`src/hw/rtl/frb_pkg.sv`:
```
// package for the fragment reassembly buffer
// types, constants and status codes; no dependencies
`default_nettype none
package frb_pkg;
   localparam int SLOTS = 4;
   localparam int MAX_PIECES = 16;
   localparam int PIECE_BYTES = 8;
   localparam int SLOT_W = $clog2(SLOTS);
   localparam int IDX_W = $clog2(MAX_PIECES);
   localparam int ADDR_W = SLOT_W + IDX_W;

   typedef enum logic [2:0] {
      ST_STORED = 3'd0, ST_MISMATCH = 3'd1, ST_RANGE = 3'd2,
      ST_DUP = 3'd3, ST_STALE = 3'd4, ST_DONE = 3'd5
   } status_type;

   typedef enum logic [1:0] {
      FSM_IDLE, FSM_DECIDE, FSM_EMIT, FSM_LAST
   } fsm_type;

   typedef struct packed {
      logic [31:0] frame_sequence;
      logic [4:0]  piece_count;
      logic [3:0]  piece_index;
      logic [63:0] payload;
      logic [3:0]  payload_bytes;
   } req_type;

   typedef struct packed {
      logic [2:0]  status;
      logic [63:0] piece_data;
      logic [3:0]  piece_len;
      logic        last_piece;
      logic [31:0] mismatched_total;
      logic [31:0] duplicate_total;
      logic [31:0] abandoned_total;
      logic [31:0] completed_total;
   } rsp_type;

   function automatic logic [63:0] mask_bytes(input logic [63:0] v, input logic [3:0] len);
      logic [63:0] m;
      m = '0;
      for (int b = 0; b < 8; b++)
         if (4'(b) < len) m[b*8 +: 8] = 8'hff;
      return v & m;
   endfunction
endpackage
`default_nettype wire

```
`src/hw/rtl/frb_piece_ram.sv`:
```
// piece store: data and length per slot and index
// synchronous write, registered read; uses frb_pkg
`default_nettype none
module frb_piece_ram import frb_pkg::*; (
   input  wire logic              clock,
   input  wire logic              wr_en,
   input  wire logic [ADDR_W-1:0] wr_addr,
   input  wire logic [67:0]       wr_data,
   input  wire logic [ADDR_W-1:0] rd_addr,
   output logic [67:0]            rd_data
);
   logic [67:0] mem [SLOTS*MAX_PIECES];
   always_ff @(posedge clock) begin
      if (wr_en) mem[wr_addr] <= wr_data;
      rd_data <= mem[rd_addr];
   end
endmodule
`default_nettype wire

```
`config.mk`:
```
export PLATFORM = sky130hd
export DESIGN_NAME = frb_piece_ram
export DESIGN_NICKNAME = d
export VERILOG_FILES = /design/src/hw/rtl/frb_pkg.sv /design/src/hw/rtl/frb_piece_ram.sv
export SDC_FILE = /design/constraint.sdc
export NUM_CORES = 2
export LEC_CHECK = 0
export CAP_MARGIN = 10
export CELL_PAD_IN_SITES_DETAIL_PLACEMENT = 1
export CELL_PAD_IN_SITES_GLOBAL_PLACEMENT = 2
export CORE_MARGIN = 5
export CORE_UTILIZATION = 50
export CTS_CLUSTER_SIZE = 25
export DETAILED_ROUTE_END_ITERATION = 12
export DONT_BUFFER_PORTS = 1
export PLACE_DENSITY_LB_ADDON = 0.05
export SLEW_MARGIN = 5
export SYNTH_ARGS = -nofsm -noshare
export SYNTH_HDL_FRONTEND = slang
export SYNTH_MEMORY_MAX_BITS = 65536
export SYNTH_SLANG_ARGS = --single-unit
export TNS_END_PERCENT = 20
```
`constraint.sdc`:
```
create_clock -name clock -period 9.6 [get_ports clock]
set_clock_uncertainty 0.1 [all_clocks]
set_input_delay 1.92 -clock clock [delete_from_list [all_inputs] [get_ports clock]]
set_output_delay 1.92 -clock clock [all_outputs]
set_load 0.05 [all_outputs]
```
; Word level (Yosys, flattened, before mapping)
; Memories as Yosys holds them, arrays and structs flattened. A register that Yosys moved wholly into a read port is not among the register bits.
; Index checks and enable logic that the tools add are counted.
[word_totals]
reg_bits = 0
ramBits = 4352
input_bits = 82
output_inout_bits = 68
elab_cells = 3
n_memories = 1
[mem_list]
columns = memory, depth, width, read_ports, rd_clocked_by_memory_dff, write_ports, line_no
row1 = mem, 64, 68, 1, 1, 1, frb_piece_ram.sv:12  ; logic [67:0] mem [SLOTS*MAX_PIECES];
[op_classes]
muxes = 2
[ops]
columns = operator, count
row1 = $mux 1, 2

; Depth between registers and ports, before layout
[depth]
depth_word = 2
depth_mapped = 10
depth_no_buf = 5

; Worst setup path before layout
; No wires, ideal clock.
[synth_timing]
kind = input to register
start = in wr_addr[3]
end = mem mem[48][0] (enable)
setup_time_ns = 0.577
arrival_time_ns = 7.034
required_time_ns = 8.923
path_slack_ns = 1.889
path_stages = 4
n_path_buf = 1
cell_sequence = clkbuf_1 nor2b_1 nand4b_1 nor3_1
[synth_lines]
columns = element, line_no
row1 = from (decl), frb_piece_ram.sv:7  ; input wire logic [ADDR_W-1:0] wr_addr,
row2 = to (decl), frb_piece_ram.sv:12
; Straight into the memory's write port.

==> flow_summary_export.csv <==
group,metric,value,unit
outcome,outcome,"finished clean",
synthesis,synth-simple-area-share,0.0129,
drt,num_vias,81700,
setup_path,crit_chain,"buf_16 -> buf_16 -> buf_16 -> buf_16 -> buf_16 -> buf_16 -> mux4_2 -> a22oi_1 -> nand3_1 -> o211a_1",
synthesis,syn-num-nets,7159,
synthesis,synthAdderAreaFrac,0,
place,dpl_cell_area,0.171,mm²
global_route,grt_usage,0.302,
synthesis,synth_cells,7077,
synthesis,synth_compound_area_frac,0.0278,
layout,area_growth_syn_to_layout,12.8,%
setup_path,cp.required,10.33,ns
place,port_buffers,0,
clocking,clock-sinks,4420,
drt,ant_nets,0,
drt,remaining_drc_errors,0,
floorplanning,dieArea,0.343,mm²
layout,fill_cells,27000,
pwr,powerDensity,219,mW/mm²
global_route,use_met3,0.0534,
setup_path,path_max_fanout,108,
layout,final_area,0.187,mm²
setup_path,cpPeakStageDelay,0.65,ns
synthesis,synth_xor_area_frac,0,
floorplanning,fp-row-count,211,
synthesis,synth_ff_type,"edfxtp_1",
clocking,clkLatencyLatePin,0.98,ns
synthesis,seq_area_frac_synth,0.798,
clocking,hold_buffers,0,
global_route,grt_pass1_vias,83300,
synthesis,muxShareOfSynthArea,0.148,
setup_path,reg2reg_from,"mem[22][34]$_DFFE_PP_",
floorplanning,core_area,0.330,mm²
drt,avgRoutedWirePerCell,42.5,µm
pwr,p_leak,57.4,nW
setup_path,cp_top_family,"buffers and inverters",
drt,drt_iter0_markers,11900,
run,cap_violations,0,
synthesis,ys_ff_latch,4420,
drt,drtPass1Iterations,7,
worst_hold_path,hold_path_end,"rd_data[4]$_DFF_P_",
sta,slew_violations,0,
clocking,numCtsBuffers,458,
setup_path,r2r_cells,4,
place,place_congestion,0.751,
synthesis,synth_top_family_by_area,"multiplexers",
worst_hold_path,hp-class,"flip-flop to flip-flop",
global_route,overflow,0,
layout,nNetsFinal,7389,
layout,drive_gt1_frac,0.255,
setup_path,path_class,"primary input to flip-flop",
synthesis,avgSynthCellArea,23.4,µm²
drt,wl,517,mm
floorplanning,ios,150,
global_route,busiest_layer,"met2",
sta,fin_crit_sh,0.691,
setup_path,crit_path_end_kind,"flip-flop",
synthesis,yosysUniqueCellTypes,35,
sta,finalHoldViolCount,0,
sta,setup_violations,0,
sta,fmax,151,MHz
setup_path,crit_slowest_cell,"buf_16",
floorplanning,die_h,585,µm
sta,tightest_slew,1.48,ns
place,dpl.hpwl,254,mm
worst_hold_path,worstHoldStart,"mem[1][4]$_DFFE_PP_",
worst_hold_path,hold_depth,5,
setup_path,worst-path-buf-inv,6,
clocking,clock-root-buffer,"clkbuf_16",
setup_path,crit_path_frequent_cell,"buf_16",
clocking,clkTransAtPathRegs,0.06,ns
global_route,met1_usage,0.449,
sta,period_needed,6.64,ns
sta,slew_headroom,0.0111,
clocking,cts_resized,0,
setup_path,ff2ff_setup_slack,7.00,ns
floorplanning,die_x,585,µm
synthesis,synth_edf_count,4352,
setup_path,r2r-end,"rd_data[34]$_DFF_P_",
setup_path,start_kind,"primary input",
global_route,grt_max_degree,856,
sta,rsz0062_at_grt,"no",
global_route,grt_pass1_wl,708,mm
pwr,peakVddDrop,0.172,mV
clocking,cts_buffer_depth,4,
drt,vias_per_cell,6.73,
global_route,met2_usage,0.472,
synthesis,ys_async_sr_fraction,0,
synthesis,ys_warn_count,0,
synthesis,syn_area,0.166,mm²
global_route,antenna_found_initial,30,
setup_path,critPathArrivalTime,7.37,ns
floorplanning,start_util,0.502,
clocking,htree_levels,5,
sta,finalSetupTns,0,ns
clocking,cts_setup_buffers,0,
clocking,cts_tree,"done",
==> per-layer routing <==
metal  routed length, µm  vias up
met5                   0        -
met4               14000        0
met3               47800      663
met2              245000     4278
met1              210000    45600
li1                    -    31200
==> worst register-to-register path: cells and delay by family, from the launching register on <==
| kind | cells | cell delay (ns) |
|---|---|---|
| AO/OA/AOI/OAI | 2 | 0.66 |
| flip-flops | 1 | 0.33 |
| multiplexers | 1 | 0.25 |
| AND/OR/NAND/NOR | 1 | 1.10 |
==> final cells by class <==
cell class	count	area [µm²]	area share
multi-input combinational	2243	31900	0.171
sequential	4420	132000	0.707
inverter	1	6.26	0.0000335
clock inverter	259	2670	0.0143
antenna	73	183	0.000979
tap	4366	5460	0.0293
clock buffer	599	12300	0.0662
timing repair buffer	183	2060	0.0110
==> Yosys cell counts, types with 2 or more instances <==
cell type / instances / area [µm²]
a211oi_1: 108 / 811
a21oi_1: 16 / 80.1
a22oi_1: 60 / 450
a31oi_1: 12 / 75.1
and2_1: 3 / 18.8
buf_1: 38 / 143
buf_2: 83 / 415
buf_4: 68 / 510
buf_6: 39 / 439
clkbuf_1: 185 / 694
dfxtp_1: 68 / 1360
edfxtp_1: 4352 / 131000
mux2i_1: 130 / 1300
mux4_2: 1031 / 23200
nand2_1: 29 / 109
nand2b_1: 9 / 56.3
nand3_1: 30 / 150
nand3b_1: 2 / 15.0
nand4_1: 2 / 12.5
nor2_1: 86 / 323
nor2b_1: 84 / 526
nor3_1: 103 / 515
nor4_1: 56 / 350
o211a_1: 12 / 120
o21ai_0: 8 / 40.0
o21ai_1: 4 / 20.0
o221ai_1: 23 / 201
o22a_1: 56 / 490
o22ai_1: 370 / 2310
or2_2: 5 / 31.3
==> metrics by stage <==
stage / power [mW] / setup slack (ns) / hold slack (ns) / std cells / util
after floorplan: 23.0 / 1.89 / 0.597 / 7077 / -
after global placement: 23.4 / 2.02 / 0.722 / 11200 / 0.519
after detailed placement: 23.4 / 2.07 / 0.730 / 11200 / 0.519
after CTS: 41.1 / 3.14 / 0.751 / 12100 / 0.565
after global routing: 42.2 / 2.60 / 0.784 / 12100 / 0.566
final: 40.9 / 2.96 / 0.756 / 12100 / 0.566
==> state kept, by name, indices dropped and copies added, names as in the netlist <==
register  count
mem        4352
rd_data      68
==> power by group <==
group | leakage (nW) | internal (mW) | total (mW) | switching, mW
Clock | 7.34 | 10.4 | 17.9 | 7.43
Combinational | 10.3 | 0.604 | 1.43 | 0.827
Sequential | 39.7 | 21.4 | 21.6 | 0.240
==> kinds of logic after synthesis <==
kind of cell	after synthesis
muxes	1161
DFF	4420
AOI/OAI and AO/OA	669
and+or+nand+nor	413
buffers and inverters	414
==> placed cells by master (no fill, tap or decap), drive strengths merged, types with 3 or more instances in the layout <==
master | synthesis | final
edfxtp | 4352 | 4352
mux4 | 1031 | 1031
clkbuf | 185 | 599
o22ai | 370 | 370
buf | 228 | 183
clkinv | 0 | 182
mux2i | 130 | 130
a211oi | 108 | 108
nor3 | 103 | 103
nor2 | 86 | 86
nor2b | 84 | 84
diode | 0 | 73
dfxtp | 68 | 68
a22oi | 60 | 60
nor4 | 56 | 56
o22a | 56 | 56
bufinv | 0 | 53
nand3 | 30 | 30
nand2 | 29 | 29
o221ai | 23 | 23
a21oi | 16 | 16
clkinvlp | 0 | 14
a31oi | 12 | 12
o211a | 12 | 12
o21ai | 12 | 12
inv | 1 | 11
nand2b | 9 | 9
or2 | 5 | 5
and2 | 3 | 3
==> how the worst max path moves through the flow <==
stage,from,endpoint,slack (ns),cells past startpoint
after global placement,rd_addr[0],rd_data[27]$_DFF_P_,2.02,9
after detailed placement,rd_addr[0],rd_data[27]$_DFF_P_,2.07,9
final,rd_addr[0],rd_data[27]$_DFF_P_,2.96,10
after CTS,rd_addr[0],rd_data[27]$_DFF_P_,3.14,9
after global routing,rd_addr[0],rd_data[27]$_DFF_P_,2.60,10
after floorplan,wr_addr[3],mem[48][0]$_DFFE_PP_,1.89,4
(Power assumes the default switching activity.)
